`src/sv/ppoc_pkg.sv`:
```
`default_nettype none
// ----------------------------------------------------------------------------
// ppoc_pkg
// Register indexes, enable bit positions and the divider step shared by the
// pixel point operation chain.
// ----------------------------------------------------------------------------
package ppoc_pkg;

    localparam int unsigned PIX_W   = 8;
    localparam int unsigned EN_W    = 6;
    localparam int unsigned BIAS_W  = 14;
    localparam int unsigned GAIN_W  = 16;
    localparam int unsigned CFG_IDX_W  = 3;
    localparam int unsigned CFG_DATA_W = 16;

    localparam logic [PIX_W-1:0] PIXEL_MAX = 8'd255;

    typedef logic [PIX_W-1:0] pix_t;

    // register indexes
    localparam logic [CFG_IDX_W-1:0] REG_OP_ENABLES     = 3'd0;
    localparam logic [CFG_IDX_W-1:0] REG_THRESHOLD_HIGH = 3'd1;
    localparam logic [CFG_IDX_W-1:0] REG_THRESHOLD_LOW  = 3'd2;
    localparam logic [CFG_IDX_W-1:0] REG_OUT_HIGH       = 3'd3;
    localparam logic [CFG_IDX_W-1:0] REG_OUT_LOW        = 3'd4;
    localparam logic [CFG_IDX_W-1:0] REG_SCALE_BIAS     = 3'd5;
    localparam logic [CFG_IDX_W-1:0] REG_SCALE_GAIN     = 3'd6;

    // op_enables bit positions
    localparam int unsigned EN_INVERT = 0;
    localparam int unsigned EN_THRESH = 1;
    localparam int unsigned EN_RANGE  = 2;
    localparam int unsigned EN_WINDOW = 3;
    localparam int unsigned EN_CLIP   = 4;
    localparam int unsigned EN_SCALE  = 5;

    // One restoring division step on {remainder, numerator/quotient}.
    // The remainder stays below the divisor, so eight bits hold it.
    function automatic logic [2*PIX_W-1:0] div_step(input logic [2*PIX_W-1:0] rq,
                                                    input pix_t d);
        logic [PIX_W:0]   t;
        logic [PIX_W:0]   diff;
        logic [2*PIX_W-1:0] res;
        t    = {rq[2*PIX_W-1:PIX_W], rq[PIX_W-1]};
        diff = t - {1'b0, d};
        if (t >= {1'b0, d})
        begin
            res = {diff[PIX_W-1:0], rq[PIX_W-2:0], 1'b1};
        end
        else
        begin
            res = {t[PIX_W-1:0], rq[PIX_W-2:0], 1'b0};
        end
        return res;
    endfunction

endpackage
`default_nettype wire

```
`src/sv/pixel_point_operation_chain.sv`:
```
`default_nettype none
// ----------------------------------------------------------------------------
// pixel_point_operation_chain
// Per-pixel invert, threshold, range, window, clip and fixed-point scale.
// ----------------------------------------------------------------------------
// Nine-stage pipeline taking one pixel per clock while the output side does
// not stall. Stage 1 applies invert, threshold and range, stage 2 clamps and
// forms the two window products, stages 3 to 6 run the window division two
// quotient bits each, stage 7 selects the window result, clips and adds the
// scale bias, stage 8 multiplies by the gain and stage 9 saturates into the
// output register. Each stage advances when it is empty or the stage
// after it moves, so bubbles close up under back-pressure. Registers must
// be written only while the pipeline is empty.
module pixel_point_operation_chain
(
    input  wire logic        clk,
    input  wire logic        rst_n,
    input  wire logic        s_axis_tvalid,
    output logic             s_axis_tready,
    input  wire logic [7:0]  s_axis_tdata,   // [7:0] pixel_in
    output logic             m_axis_tvalid,
    input  wire logic        m_axis_tready,
    output logic [7:0]       m_axis_tdata,   // [7:0] pixel_out
    input  wire logic        cfg_valid,
    output logic             cfg_ready,
    input  wire logic [2:0]  cfg_index,
    input  wire logic [15:0] cfg_data
);

    localparam int unsigned NSTAGE = 9;
    localparam int unsigned W = ppoc_pkg::PIX_W;

    // configuration
    logic [ppoc_pkg::EN_W-1:0]          en_reg;
    ppoc_pkg::pix_t                     th_reg;
    ppoc_pkg::pix_t                     tl_reg;
    ppoc_pkg::pix_t                     hi_reg;
    ppoc_pkg::pix_t                     lo_reg;
    logic signed [ppoc_pkg::BIAS_W-1:0] bias_reg;
    logic [ppoc_pkg::GAIN_W-1:0]        gain_reg;

    assign cfg_ready = 1'b1;

    always_ff @(posedge clk or negedge rst_n)
    begin
        if (!rst_n)
        begin
            en_reg   <= '0;
            th_reg   <= 8'd255;
            tl_reg   <= 8'd1;
            hi_reg   <= 8'd255;
            lo_reg   <= 8'd0;
            bias_reg <= '0;
            gain_reg <= 16'd256;
        end
        else if (cfg_valid && cfg_ready)
        begin
            unique case (cfg_index)
                ppoc_pkg::REG_OP_ENABLES:     en_reg   <= cfg_data[ppoc_pkg::EN_W-1:0];
                ppoc_pkg::REG_THRESHOLD_HIGH: th_reg   <= cfg_data[W-1:0];
                ppoc_pkg::REG_THRESHOLD_LOW:  tl_reg   <= cfg_data[W-1:0];
                ppoc_pkg::REG_OUT_HIGH:       hi_reg   <= cfg_data[W-1:0];
                ppoc_pkg::REG_OUT_LOW:        lo_reg   <= cfg_data[W-1:0];
                ppoc_pkg::REG_SCALE_BIAS:     bias_reg <= $signed(cfg_data[ppoc_pkg::BIAS_W-1:0]);
                ppoc_pkg::REG_SCALE_GAIN:     gain_reg <= cfg_data[ppoc_pkg::GAIN_W-1:0];
                default:                      ;
            endcase
        end
    end

    // pipeline control
    logic [NSTAGE-1:0] valid_reg;
    logic [NSTAGE-1:0] adv;

    always_comb
    begin
        adv[NSTAGE-1] = !valid_reg[NSTAGE-1] || m_axis_tready;
        for (int k = NSTAGE - 2; k >= 0; k--)
        begin
            adv[k] = !valid_reg[k] || adv[k+1];
        end
    end

    assign s_axis_tready = adv[0];
    assign m_axis_tvalid = valid_reg[NSTAGE-1];

    always_ff @(posedge clk or negedge rst_n)
    begin
        if (!rst_n)
        begin
            valid_reg <= '0;
        end
        else
        begin
            if (adv[0])
            begin
                valid_reg[0] <= s_axis_tvalid;
            end
            for (int k = 1; k < NSTAGE; k++)
            begin
                if (adv[k])
                begin
                    valid_reg[k] <= valid_reg[k-1];
                end
            end
        end
    end

    // stage 1: invert, threshold, range
    ppoc_pkg::pix_t a_pix_reg;
    ppoc_pkg::pix_t a_pix_next;

    always_comb
    begin
        a_pix_next = s_axis_tdata;
        if (en_reg[ppoc_pkg::EN_INVERT])
        begin
            a_pix_next = ~a_pix_next;
        end
        if (en_reg[ppoc_pkg::EN_THRESH] && !en_reg[ppoc_pkg::EN_RANGE]
            && !en_reg[ppoc_pkg::EN_WINDOW])
        begin
            a_pix_next = (a_pix_next >= th_reg) ? hi_reg : lo_reg;
        end
        if (en_reg[ppoc_pkg::EN_RANGE])
        begin
            if (a_pix_next < tl_reg || a_pix_next > th_reg)
            begin
                a_pix_next = lo_reg;
            end
        end
    end

    // stage 2: clamp and window products
    ppoc_pkg::pix_t b_pix_reg;
    logic [2*W-1:0] b_m0_reg;
    logic [2*W-1:0] b_m1_reg;
    ppoc_pkg::pix_t clamp_c;
    ppoc_pkg::pix_t dist_hi;
    ppoc_pkg::pix_t dist_lo;
    logic [2*W-1:0] b_m0_next;
    logic [2*W-1:0] b_m1_next;

    always_comb
    begin
        clamp_c = (a_pix_reg < tl_reg) ? tl_reg : a_pix_reg;
        clamp_c = (clamp_c > th_reg) ? th_reg : clamp_c;
        dist_hi = th_reg - clamp_c;
        dist_lo = clamp_c - tl_reg;
        b_m0_next = lo_reg * dist_hi;
        b_m1_next = hi_reg * dist_lo;
    end

    // stages 3 to 6: division, two quotient bits per stage
    ppoc_pkg::pix_t div_d;
    logic [2*W:0]   num_sum;
    assign div_d   = th_reg - tl_reg;
    assign num_sum = {1'b0, b_m0_reg} + {1'b0, b_m1_reg};

    ppoc_pkg::pix_t c_pix_reg;
    ppoc_pkg::pix_t d_pix_reg;
    ppoc_pkg::pix_t e_pix_reg;
    ppoc_pkg::pix_t f_pix_reg;
    logic [2*W-1:0] c_div_reg;
    logic [2*W-1:0] d_div_reg;
    logic [2*W-1:0] e_div_reg;
    logic [2*W-1:0] f_div_reg;
    logic [2*W-1:0] c_div_next;
    logic [2*W-1:0] d_div_next;
    logic [2*W-1:0] e_div_next;
    logic [2*W-1:0] f_div_next;

    assign c_div_next = ppoc_pkg::div_step(ppoc_pkg::div_step(num_sum[2*W-1:0], div_d), div_d);
    assign d_div_next = ppoc_pkg::div_step(ppoc_pkg::div_step(c_div_reg, div_d), div_d);
    assign e_div_next = ppoc_pkg::div_step(ppoc_pkg::div_step(d_div_reg, div_d), div_d);
    assign f_div_next = ppoc_pkg::div_step(ppoc_pkg::div_step(e_div_reg, div_d), div_d);

    // stage 7: window select, clip, bias
    localparam int unsigned SUM_W = ppoc_pkg::BIAS_W + 1;
    ppoc_pkg::pix_t           g_pix_reg;
    ppoc_pkg::pix_t           g_pix_next;
    logic signed [SUM_W-1:0]  g_sum_reg;
    logic signed [SUM_W-1:0]  g_sum_next;

    always_comb
    begin
        g_pix_next = f_pix_reg;
        if (en_reg[ppoc_pkg::EN_WINDOW])
        begin
            g_pix_next = (th_reg <= tl_reg) ? lo_reg : f_div_reg[W-1:0];
        end
        if (en_reg[ppoc_pkg::EN_CLIP])
        begin
            if (g_pix_next > hi_reg)
            begin
                g_pix_next = hi_reg;
            end
            if (g_pix_next < lo_reg)
            begin
                g_pix_next = lo_reg;
            end
        end
        g_sum_next = $signed({3'b000, g_pix_next, 4'b0000}) + SUM_W'(bias_reg);
    end

    // stage 8: gain multiply
    localparam int unsigned PROD_W = 32;
    ppoc_pkg::pix_t            h_pix_reg;
    logic signed [PROD_W-1:0]  h_prod_reg;
    logic signed [PROD_W-1:0]  h_prod_next;
    logic signed [PROD_W-1:0]  sum_ext;
    logic signed [PROD_W-1:0]  gain_ext;

    always_comb
    begin
        sum_ext     = PROD_W'(g_sum_reg);
        gain_ext    = $signed({{(PROD_W-ppoc_pkg::GAIN_W){1'b0}}, gain_reg});
        h_prod_next = sum_ext * gain_ext;
    end

    // stage 9: saturation
    ppoc_pkg::pix_t i_out_reg;
    ppoc_pkg::pix_t i_out_next;

    always_comb
    begin
        i_out_next = h_pix_reg;
        if (en_reg[ppoc_pkg::EN_SCALE])
        begin
            if (h_prod_reg[PROD_W-1])
            begin
                i_out_next = '0;
            end
            else if (|h_prod_reg[PROD_W-2:12+W])
            begin
                i_out_next = ppoc_pkg::PIXEL_MAX;
            end
            else
            begin
                i_out_next = h_prod_reg[12+W-1:12];
            end
        end
    end

    assign m_axis_tdata = i_out_reg;

    // datapath registers
    always_ff @(posedge clk)
    begin
        if (adv[0]) a_pix_reg <= a_pix_next;
        if (adv[1])
        begin
            b_pix_reg <= a_pix_reg;
            b_m0_reg  <= b_m0_next;
            b_m1_reg  <= b_m1_next;
        end
        if (adv[2])
        begin
            c_pix_reg <= b_pix_reg;
            c_div_reg <= c_div_next;
        end
        if (adv[3])
        begin
            d_pix_reg <= c_pix_reg;
            d_div_reg <= d_div_next;
        end
        if (adv[4])
        begin
            e_pix_reg <= d_pix_reg;
            e_div_reg <= e_div_next;
        end
        if (adv[5])
        begin
            f_pix_reg <= e_pix_reg;
            f_div_reg <= f_div_next;
        end
        if (adv[6])
        begin
            g_pix_reg <= g_pix_next;
            g_sum_reg <= g_sum_next;
        end
        if (adv[7])
        begin
            h_pix_reg  <= g_pix_reg;
            h_prod_reg <= h_prod_next;
        end
        if (adv[8]) i_out_reg <= i_out_next;
    end

`ifndef SYNTHESIS
    a_accept_fills: assert property (@(posedge clk) disable iff (!rst_n)
        s_axis_tvalid && s_axis_tready |=> valid_reg[0])
        else $error("accepted transaction did not enter first stage");

    a_ready_needs_room: assert property (@(posedge clk) disable iff (!rst_n)
        s_axis_tready |-> (!(&valid_reg) || m_axis_tready))
        else $error("input ready with a full stalled pipeline");

    a_out_held: assert property (@(posedge clk) disable iff (!rst_n)
        m_axis_tvalid && !m_axis_tready |=> valid_reg[NSTAGE-1] && $stable(i_out_reg))
        else $error("stalled output stage changed");
`endif

endmodule
`default_nettype wire

```
`config.mk`:
```
export PLATFORM = sky130hd
export DESIGN_NAME = pixel_point_operation_chain
export DESIGN_NICKNAME = d
export VERILOG_FILES = /design/src/sv/ppoc_pkg.sv /design/src/sv/pixel_point_operation_chain.sv
export SDC_FILE = /design/constraint.sdc
export NUM_CORES = 1
export LEC_CHECK = 0
export BUFFER_PORTS_ARGS = -buffer_cell sky130_fd_sc_hd__buf_2
export CAP_MARGIN = 5
export CORE_ASPECT_RATIO = 0.6
export CORE_MARGIN = 2
export CORE_UTILIZATION = 60
export DETAILED_ROUTE_END_ITERATION = 8
export GPL_TIMING_DRIVEN = 0
export PLACE_DENSITY = 0.77
export RECOVER_POWER = 50
export SLEW_MARGIN = 30
export SYNTH_ARGS = -nofsm -noshare
export SYNTH_HDL_FRONTEND = slang
export SYNTH_SLANG_ARGS = --single-unit
```
`constraint.sdc`:
```
create_clock -name clk -period 12.85 [get_ports clk]
set_input_delay 2.57 -clock clk [delete_from_list [all_inputs] [get_ports clk]]
set_output_delay 2.57 -clock clk [all_outputs]
set_load 0.05 [all_outputs]
```
* Word level (Yosys, flattened, before mapping)
Index checks and enable logic that the tools add are counted.
Word-level totals: register bits 284, logic and storage cells 127, bits of input ports 32
Cells by class: reductions and logical operators 32, $add $sub $neg 12, eq/ne operators 6, magnitude comparators 16, mux-type cells 24, bitwise gates (word level) 1, multiply operators 3
Operators with widths (number):
- $mux 8 | 16
- $mux 16 | 7
- $sub 8x8->8 | 10
- $ge 9x8->1 | 8
- $mul 15x17->32 | 1
- $mul 8x8->16 | 2
- $gt 8x8->1 | 3
- $lt 8x8->1 | 3
- $add 16x16->16 | 1
- $add 13x14->15 | 1
- $reduce_and 2->1 | 7
- $logic_not 1->1 | 11
- $reduce_or 11->1 | 1
- $logic_or 1x1->1 | 10
- $eq 3x3->1 const B | 3
- $ge 8x8->1 | 1
- $le 8x8->1 | 1
- $not 8->8 | 1
- $eq 3x2->1 const B | 2
- $eq 3x1->1 const B | 1
- $logic_not 3->1 | 1
- $logic_and 1x1->1 | 2
- $mux 1 | 1

* Depth between registers and ports, before layout
Gate-level depths: netlist of the first run.
word-level depth 10, mapped depth 43, depth with buffers taken out 41

* Worst setup path after synthesis of the first run
OpenSTA, ideal clock, no wires.
path kind reg-to-reg, start point register tl_reg[5], end point register b_m0_reg[15] (data pin), path buffers 3, stages on the path, launching flop included 43, data arrival time 8817 ps, slack 3767 ps, library setup time 266 ps, cells stage by stage dfrtp_1 -> inv_1 -> ha_1 -> a2111o_1 -> a31oi_1 -> o21a_1 -> nor2_1 -> clkbuf_1 -> o21ai_0 -> ha_1 -> nand3_1 -> nor2_1 -> a32oi_1 -> and2_1 -> clkbuf_1 -> clkbuf_1 -> o21a_1 -> inv_1 -> [7 not listed] -> a21oi_1 -> xnor2_1 -> nand2_1 -> fa_1 -> fa_1 -> inv_1 -> fa_1 -> inv_1 -> fa_1 -> inv_1 -> ha_1 -> a21boi_0 -> o21ai_0 -> a21boi_0 -> o21ai_0 -> a21oi_1 -> o41ai_1 -> xnor2_1
Between the ends: cells in the longest elaborated chain, start to end 6
RTL lines:
- start, declared | line pixel_point_operation_chain.sv:36 | ppoc_pkg::pix_t tl_reg;
- start signal, assigned | line pixel_point_operation_chain.sv:61 | ppoc_pkg::REG_THRESHOLD_LOW: tl_reg <= cfg_data[W-1:0];
- $lt 8x8->1 | line pixel_point_operation_chain.sv:146 | clamp_c = (a_pix_reg < tl_reg) ? tl_reg : a_pix_reg;
- $mux 8 * | line pixel_point_operation_chain.sv:146
- $gt 8x8->1 | line pixel_point_operation_chain.sv:147 | clamp_c = (clamp_c > th_reg) ? th_reg : clamp_c;
- $mux 8 * | line pixel_point_operation_chain.sv:147
- $sub 8x8->8 * | line pixel_point_operation_chain.sv:148 | dist_hi = th_reg - clamp_c;
- $mul 8x8->16 * | line pixel_point_operation_chain.sv:150 | b_m0_next = lo_reg * dist_hi;
- net b_m0_next[15] | line pixel_point_operation_chain.sv:141 | logic [2*W-1:0] b_m0_next;
- end signal, assigned | line pixel_point_operation_chain.sv:254 | b_m0_reg <= b_m0_next;
- end, declared | line pixel_point_operation_chain.sv:136 | logic [2*W-1:0] b_m0_reg;
The timed path passes the listed nets; every way through them passes the cells marked *. A chain may end at the register's enable or synchronous reset.

* Final worst setup path of the first run
Same ends and word-level chain as after synthesis.

==> results of run 1 <==
-- worst max-delay path, delay by kind of cell, from the launching register on --
family                   cells  cell delay (ns)
buffers and inverters        8             1.49
adder cells (fa/ha/maj)      8             3.36
AND/OR/NAND/NOR              7             0.93
AO/OA/AOI/OAI               17             4.11
XOR/XNOR                     2             0.45
flip-flops                   1             0.36
-- layer usage --
layer,track usage [%],vias up
li1,-,9122
met1,49.7,9832
met2,40.5,1030
met3,14.1,123
met4,5.86,6
met5,1.74,-
-- layout make-up --
class,instances,area [um2],share of cell area (%)
multi-input cells,1934,18000,60.8
plain buffers,62,238,0.802
well taps,620,776,2.62
repair buffers,46,255,0.861
inverters,422,1580,5.35
diodes,1,2.50,0.00845
clock buffers,40,807,2.72
flip-flops and latches,272,7800,26.3
clock inverters,12,140,0.473
-- through the flow --
step           setup WS (ns)  hold WS, ns
6_report                1.84        0.413
2_1_floorplan           3.77        0.400
3_5_place_dp            2.10        0.405
3_3_place_gp            2.23        0.401
5_1_grt                 1.06        0.422
4_1_cts                 2.02        0.414
-- layout by cell type (no fill, tap or decap), types with 5 or more instances in the layout --
cell,instances
or4_1,5
o21ai_0,90
a31oi_1,7
nand4_1,19
o31a_1,5
and3_1,5
a21o_1,42
dfrtp_1,59
nor3b_1,5
nor4_1,9
nor2b_1,31
and2_1,161
buf_2,39
o21bai_1,12
or3_1,6
xnor2_1,74
fa_1,264
mux2_2,121
nand2_1,235
edfxtp_1,195
or2_2,8
o21a_1,28
clkbuf_16,29
inv_1,421
xor2_1,29
a21oi_1,114
o41ai_1,7
a21boi_0,16
ha_1,344
nor3_1,19
nor2_1,143
nand3_1,11
dfstp_2,18
nand2b_1,35
clkbuf_1,69
mux2i_1,15
a211oi_1,8
-- cells by family (layout without fill, tap and decap cells) --
group | count (synthesis) | count (layout) | synth area share, %
AOI/OAI and AO/OA | 370 | 370 | 8.66
adders and majority gates | 608 | 608 | 34.8
buffers and inverters | 484 | 582 | 6.60
and+or+nand+nor | 707 | 707 | 12.6
DFF | 272 | 272 | 28.3
xor gates and xnor gates | 108 | 108 | 3.43
other | 1 | 2 | 0.0136
muxes | 140 | 140 | 5.66
-- worst max-delay path by stage --
| stage | slack [ns] | depth (start not counted) | to | start |
|---|---|---|---|---|
| final | 1.84 | 42 | b_m0_reg[15]$_DFFE_PP_ | tl_reg[5]$_DFFE_PN0P_ |
| after global routing | 1.06 | 42 | b_m0_reg[15]$_DFFE_PP_ | tl_reg[5]$_DFFE_PN0P_ |
| after floorplan | 3.77 | 42 | b_m0_reg[15]$_DFFE_PP_ | tl_reg[5]$_DFFE_PN0P_ |
| after global placement | 2.23 | 42 | b_m0_reg[15]$_DFFE_PP_ | tl_reg[5]$_DFFE_PN0P_ |
| after detailed placement | 2.10 | 42 | b_m0_reg[15]$_DFFE_PP_ | tl_reg[5]$_DFFE_PN0P_ |
| after CTS | 2.02 | 42 | b_m0_reg[15]$_DFFE_PP_ | tl_reg[5]$_DFFE_PN0P_ |
==> flow_summary.ini, run 1 <==
[setup_path]
cpPeakStageDelay_ns = 0.54
end_kind = register
critPathLaunchType = register
rr_worst_depth = 42
crit_path_top_delay_cell = fa_1
reg2reg_from = tl_reg[5]$_DFFE_PN0P_
crit_fanout = 10
r2r-end = b_m0_reg[15]$_DFFE_PP_
cp.required_ns = 13.16
path_class = reg -> reg
r2r_slack_ns = 1.84
arrival_ns = 11.32

[flow_run]
max-cap-violations = 2

[clock_tree]
cts-resized-gates = 0
cts_tree = built
cts_buffers = 28
cts.sink_count = 272
clock_path_buffers = 3
clk_pin_slew_worst_paths_ns = 0.07
holdBufCountCts = 0
htree_levels = 1
postCtsSetupBuffers = 0
cts_root_buffer = clkbuf_16
clock_latency_ns = 0.58

[drt]
top_layer_used = met5
drt_wl_total_um = 74400
drt-initial-drc-count = 2092
wl_met2_um = 27000
ant_nets = 0
routedLengthMet1_um = 34200
drc_errors = 0
vias_per_cell = 5.90
wl_per_cell_um = 21.8
dr_wl_met3_um = 11800
drt-pass1-iter-count = 7
vias = 20100

[logic_synthesis]
ys_top_cells_by_count = 422 x inv_1, 344 x ha_1, 264 x fa_1, 236 x nand2_1, 195 x edfxtp_1
synth.distinct_cells = 72
seq_area_frac_synth_pct = 28.3
async_flop_share_pct = 28.3
synth_warnings = 0
synth.most_common_cell = inv_1
synth_fp_nets = 3330
syn_inst = 2690
netlist_area_um2 = 27600
synth.area.top_cells = edfxtp_1 21%, fa_1 19%, ha_1 16%
synth_edf_count = 195
ys_seq_elements = 272
synth_flop_cell = edfxtp_1
synth_top_area_share_pct = 21.2
syn_avg_cell_area_um2 = 10.3
synth_top_area_cell = edfxtp_1

[status]
status = complete, but fails checks
violations = max-capacitance violations, max-slew violations

[timing]
finalSetupViolCount = 0
period_minus_slack_ns = 11.01
tns_ns = 0
slew_viol_final = 80
rsz0062_at_grt = no
final-hold-violation-count = 0
fin_worst_skew_ns = 0.0203
worst_pin_slew_ns = 2.42
slew_headroom_pct = -61.2
finalCritPeriodShare_pct = 85.6
fmax_ghz = 0.0909

[finish]
largest_reg_flops = 20
drive_gt1_share_pct = 9.15
fin_nets = 3406
final_util_pct = 65.7
fin_cells = 3409
final_area_um2 = 29600
fillers = 3502
area_growth_pct = 7.39

[placed_design]
port_buffers = 40
dpl_cell_area_um2 = 28700
gp_congestion = 1.02
hpwl_um = 60600
placedCellCount = 3356

[global_routing]
grt_start_max_net_pins = 41
antenna_found_initial = 9
grt_pass1_wl_um = 115000
grt.overflow.total = 0
first_global_vias = 20000
track_usage_pct = 32.0

[die]
start_util_pct = 61.2
die-height_um = 170
core_area_um2 = 45100
pin_count = 43
die_area_um2 = 47800
rows = 60
die_w_um = 281

[min_path]
min_path_type = reg -> reg
hold_end = e_div_reg[5]$_DFFE_PP_
min_from = d_div_reg[3]$_DFFE_PP_
min_path_cells = 0
Power of run 1 is not shown: default switching activity piles up to over one toggle a cycle in this logic, so the estimate is an artifact.
==> run 2: changes to the inputs <==
CORE_UTILIZATION = 40   (was 60)
PLACE_DENSITY = default   (was 0.77)
==> run 2 against run 1 <==
The run still ends with max-capacitance violations, max-slew violations left. Global-route usage shrank 10 points. Largest cell class unchanged. Fmax is 0.85% higher. Critical path depth did not move. Die area grew 49%. Wire length up 4.0%. Utilization down 21 points. Flip-flop and latch count unchanged. Setup slack better by 0.092 ns. Clock-buffer cell count fell by 1.
==> flow_summary.ini, run 2 (synthesized netlist as in run 1, its figures left out) <==
[setup_path]
end_kind = register
r2r-end = b_m0_reg[15]$_DFFE_PP_
reg2reg_from = tl_reg[5]$_DFFE_PN0P_
r2r_slack_ns = 1.94
cpPeakStageDelay_ns = 0.55
crit_fanout = 10
crit_path_top_delay_cell = fa_1
arrival_ns = 11.22
path_class = reg -> reg
rr_worst_depth = 42
cp.required_ns = 13.15
critPathLaunchType = register

[drt]
drt-initial-drc-count = 1859
drt-pass1-iter-count = 7
vias_per_cell = 5.32
wl_per_cell_um = 20.9
drt_wl_total_um = 77400
ant_nets = 0
vias = 19700
drc_errors = 0

[global_routing]
track_usage_pct = 21.7
grt.overflow.total = 0
grt_pass1_wl_um = 117000
first_global_vias = 19100
antenna_found_initial = 8
grt_start_max_net_pins = 63

[die]
die_area_um2 = 71200
die-height_um = 207
start_util_pct = 40.5
core_area_um2 = 68100
die_w_um = 343
rows = 74
pin_count = 43

[timing]
tns_ns = 0
hold_slack_ns = 0.411
slew_viol_final = 70
slew_headroom_pct = -143
worst_pin_slew_ns = 3.65
period_minus_slack_ns = 10.91
final-hold-violation-count = 0
finalCritPeriodShare_pct = 84.9
fmax_ghz = 0.0916
rsz0062_at_grt = no
fin_worst_skew_ns = 0.0286
finalSetupViolCount = 0
setup_slack_ns = 1.94

[finish]
area_growth_pct = 9.18
layout_common_cells = 421 x inv_1, 344 x ha_1, 264 x fa_1
fin_nets = 3409
fin_cells = 3705
n_antenna_cell = 0
drive_gt1_share_pct = 9.42
final_common_cell = inv_1
largest_reg_flops = 20

[min_path]
hold_end = h_pix_reg[0]$_DFFE_PP_
min_path_cells = 0
min_from = g_pix_reg[0]$_DFFE_PP_
min_path_type = reg -> reg

[clock_tree]
clk_pin_slew_worst_paths_ns = 0.06
cts-resized-gates = 0
holdBufCountCts = 0
cts.sink_count = 272
cts_tree = built
clock_latency_ns = 0.60
postCtsSetupBuffers = 0
htree_levels = 1
cts_root_buffer = clkbuf_16
clock_path_buffers = 3
cts_buffers = 30

[placed_design]
port_buffers = 40
placedCellCount = 3649
hpwl_um = 63900
pre_cts_ws_ns = 2.12
gp_congestion = 0.962

[flow_run]
max-cap-violations = 2

[status]
violations = max-capacitance violations, max-slew violations
status = complete, but fails checks
-- run 2: layout make-up --
class                      count  area (um2)
fill                        6438       38000
multi-input combinational   1934       18000
sequential                   272        7800
inverter                     422        1580
tap                          912        1140
clock buffer                  39         846
timing repair buffer          47         267
buffer                        62         238
clock inverter                17         218
-- run 2: metrics by stage --
step                      utilization, %  instance area, um2
final                               44.2               30100
after global routing                44.2               30100
after CTS                           44.3               30200
after global placement              42.5               28900
after floorplan                        -               27600
after detailed placement            42.7               29100
-- run 2: critical path: cells and delay by family, from the launching register on --
family          cells  cell delay, ns
flops               1            0.36
buf+inv             8            1.51
simple gates        7            0.90
compound gates     17            4.02
fa+ha+maj           8            3.36
xor+xnor            2            0.45
-- run 2: how the worst max path moves through the flow --
stage,start,endpoint,slack [ns],depth (start not counted)
after floorplan,tl_reg[5]$_DFFE_PN0P_,b_m0_reg[15]$_DFFE_PP_,3.77,42
after global placement,tl_reg[5]$_DFFE_PN0P_,b_m0_reg[15]$_DFFE_PP_,2.17,42
after detailed placement,tl_reg[5]$_DFFE_PN0P_,b_m0_reg[15]$_DFFE_PP_,2.12,42
after CTS,tl_reg[5]$_DFFE_PN0P_,b_m0_reg[15]$_DFFE_PP_,2.05,42
after global routing,tl_reg[5]$_DFFE_PN0P_,b_m0_reg[15]$_DFFE_PP_,1.17,42
final,tl_reg[5]$_DFFE_PN0P_,b_m0_reg[15]$_DFFE_PP_,1.94,42
-- run 2: per-layer routing --
| layer | vias to the layer above | wire [um] | share of wire, % | GRT usage, % |
|---|---|---|---|---|
| met4 | 0 | 812 | 1.0 | 2.71 |
| met3 | 59 | 7650 | 9.9 | 5.26 |
| li1 | 9115 | - | - | - |
| met5 | - | 0 | 0 | 0 |
| met1 | 9786 | 42300 | 55 | 38.2 |
| met2 | 769 | 26700 | 34 | 25.8 |
Power of run 2 is left out for the same reason.
==> run 3: changes to the inputs <==
clock period = 10.3 ns   (was 12.85 ns; I/O delays follow)
==> run 3 against run 2 <==
The run still ends with max-capacitance violations, max-slew violations left. Clock skew is 0.0049 ns higher. Highest routed layer unchanged. Register-to-register slack worse by 1.3 ns. Fmax is 13% higher. Critical path type unchanged. Critical path depth stayed put. Critical endpoint unchanged. Non-clock buffer count is 2 higher. Global-route usage hardly changed. Design area is 0.28% higher. Utilization is 0.12 points higher.
==> flow_summary.ini, run 3 (synthesized netlist as in run 1, its figures left out) <==
[setup_path]
path_class = reg -> reg
r2r_slack_ns = 0.62
critical-path-top-delay-family = adder cells
crit_fanout = 10
critPathLaunchType = register
crit_path_top_delay_cell = fa_1
cp.required_ns = 10.60
cpPeakStageDelay_ns = 0.55
path_buf_inv = 7
rr_worst_depth = 42
r2r-end = b_m0_reg[15]$_DFFE_PP_
arrival_ns = 9.98
end_kind = register
reg2reg_from = tl_reg[5]$_DFFE_PN0P_
critPathLaunch = tl_reg[5]$_DFFE_PN0P_

[placed_design]
hpwl_um = 63900
gp_congestion = 0.962
dpl_cell_area_um2 = 29100
port_buffers = 40

[drt]
wl_per_cell_um = 20.9
drc_errors = 0
vias_per_cell = 5.34
ant_nets = 0
drt-initial-drc-count = 1813
drt-pass1-iter-count = 6
drt_wl_total_um = 77600
vias = 19800

[timing]
slew_viol_final = 70
fmax_ghz = 0.103
period_minus_slack_ns = 9.68
finalCritPeriodShare_pct = 94.0
worst_pin_slew_ns = 3.67
rsz0062_at_grt = no
finalSetupViolCount = 0
tns_ns = 0
fin_worst_skew_ns = 0.0335
slew_headroom_pct = -145
final-hold-violation-count = 0

[flow_run]
max-cap-violations = 2

[die]
die_area_um2 = 71200
core_area_um2 = 68100
pin_count = 43
die_w_um = 343
rows = 74
die-height_um = 207
start_util_pct = 40.5

[global_routing]
grt_pass1_wl_um = 117000
grt.overflow.total = 0
track_usage_pct = 21.7
antenna_found_initial = 8
first_global_vias = 19100
grt_start_max_net_pins = 63

[status]
status = complete, but fails checks
violations = max-capacitance violations, max-slew violations

[clock_tree]
clock_path_buffers = 3
clk_pin_slew_worst_paths_ns = 0.06
cts_buffers = 30
cts_root_buffer = clkbuf_16
cts.sink_count = 272
clock_latency_ns = 0.60
htree_levels = 1
cts_tree = built

[finish]
fillers = 6435
fin_nets = 3411
final_area_um2 = 30200
area_growth_pct = 9.48
largest_reg_flops = 20
final_common_cell = inv_1
drive_gt1_share_pct = 10.0
final_util_pct = 44.3
n_antenna_cell = 0
layout_common_cells = 420 x inv_1, 344 x ha_1, 264 x fa_1

[min_path]
hold_end = h_pix_reg[0]$_DFFE_PP_
min_path_type = reg -> reg
min_path_cells = 0
min_from = g_pix_reg[0]$_DFFE_PP_
-- run 3: cell types whose count changed in the layout (fill, tap and decap cells not counted), sizes merged --
cell      before  now
buf           48   51
inv          425  424
clkinvlp       3    4
clkbuf       100   99
-- run 3: worst max path at each step --
stage	end	cells after the start
2_1_floorplan	b_m0_reg[15]$_DFFE_PP_	42
3_3_place_gp	b_m0_reg[15]$_DFFE_PP_	42
3_5_place_dp	b_m0_reg[15]$_DFFE_PP_	42
4_1_cts	b_m0_reg[15]$_DFFE_PP_	41
5_1_grt	b_m1_reg[15]$_DFFE_PP_	40
6_report	b_m0_reg[15]$_DFFE_PP_	42
-- run 3: worst register-to-register path, delay by kind of cell (launching register included) --
kind | cells | cell delay, ns
simple gates | 8 | 1.05
xor+xnor | 2 | 0.36
fa+ha+maj | 8 | 3.40
flops | 1 | 0.38
buf+inv | 7 | 0.83
compound gates | 17 | 3.37
-- run 3: routing by layer --
| metal | vias to the layer above | GRT usage, % | wire [um] |
|---|---|---|---|
| met5 | - | 0 | 0 |
| met1 | 9822 | 38.3 | 42400 |
| met2 | 784 | 25.8 | 26800 |
| met3 | 56 | 5.32 | 7750 |
| met4 | 0 | 2.62 | 769 |
| li1 | 9123 | - | - |
-- run 3: area by class of cell --
class	instances	area, um2	area share [%]
clock inverter	17	218	0.721
timing repair buffer	50	285	0.944
inverter	422	1590	5.26
multi-input combinational	1934	18100	59.9
buffer	61	236	0.783
tap	912	1140	3.78
clock buffer	39	846	2.80
sequential	272	7800	25.8
-- run 3: what timing repair did --
item | in CTS | in global routing
setup buffers | 1 | 2
gates resized for setup | 8 | 19
setup endpoints to repair | 5 | 9
pin swaps | 0 | 2
hold buffers | 0 | 0
-- run 3: through the flow --
stage | worst slack (ns) | hold WS, ns | instances
2_1_floorplan | 1.22 | 0.400 | 2690
3_3_place_gp | -0.377 | 0.401 | 3642
3_5_place_dp | -0.427 | 0.405 | 3649
4_1_cts | 0.0792 | 0.416 | 3705
5_1_grt | 0.00840 | 0.425 | 3707
6_report | 0.619 | 0.411 | 3707
Power of run 3 is left out for the same reason.
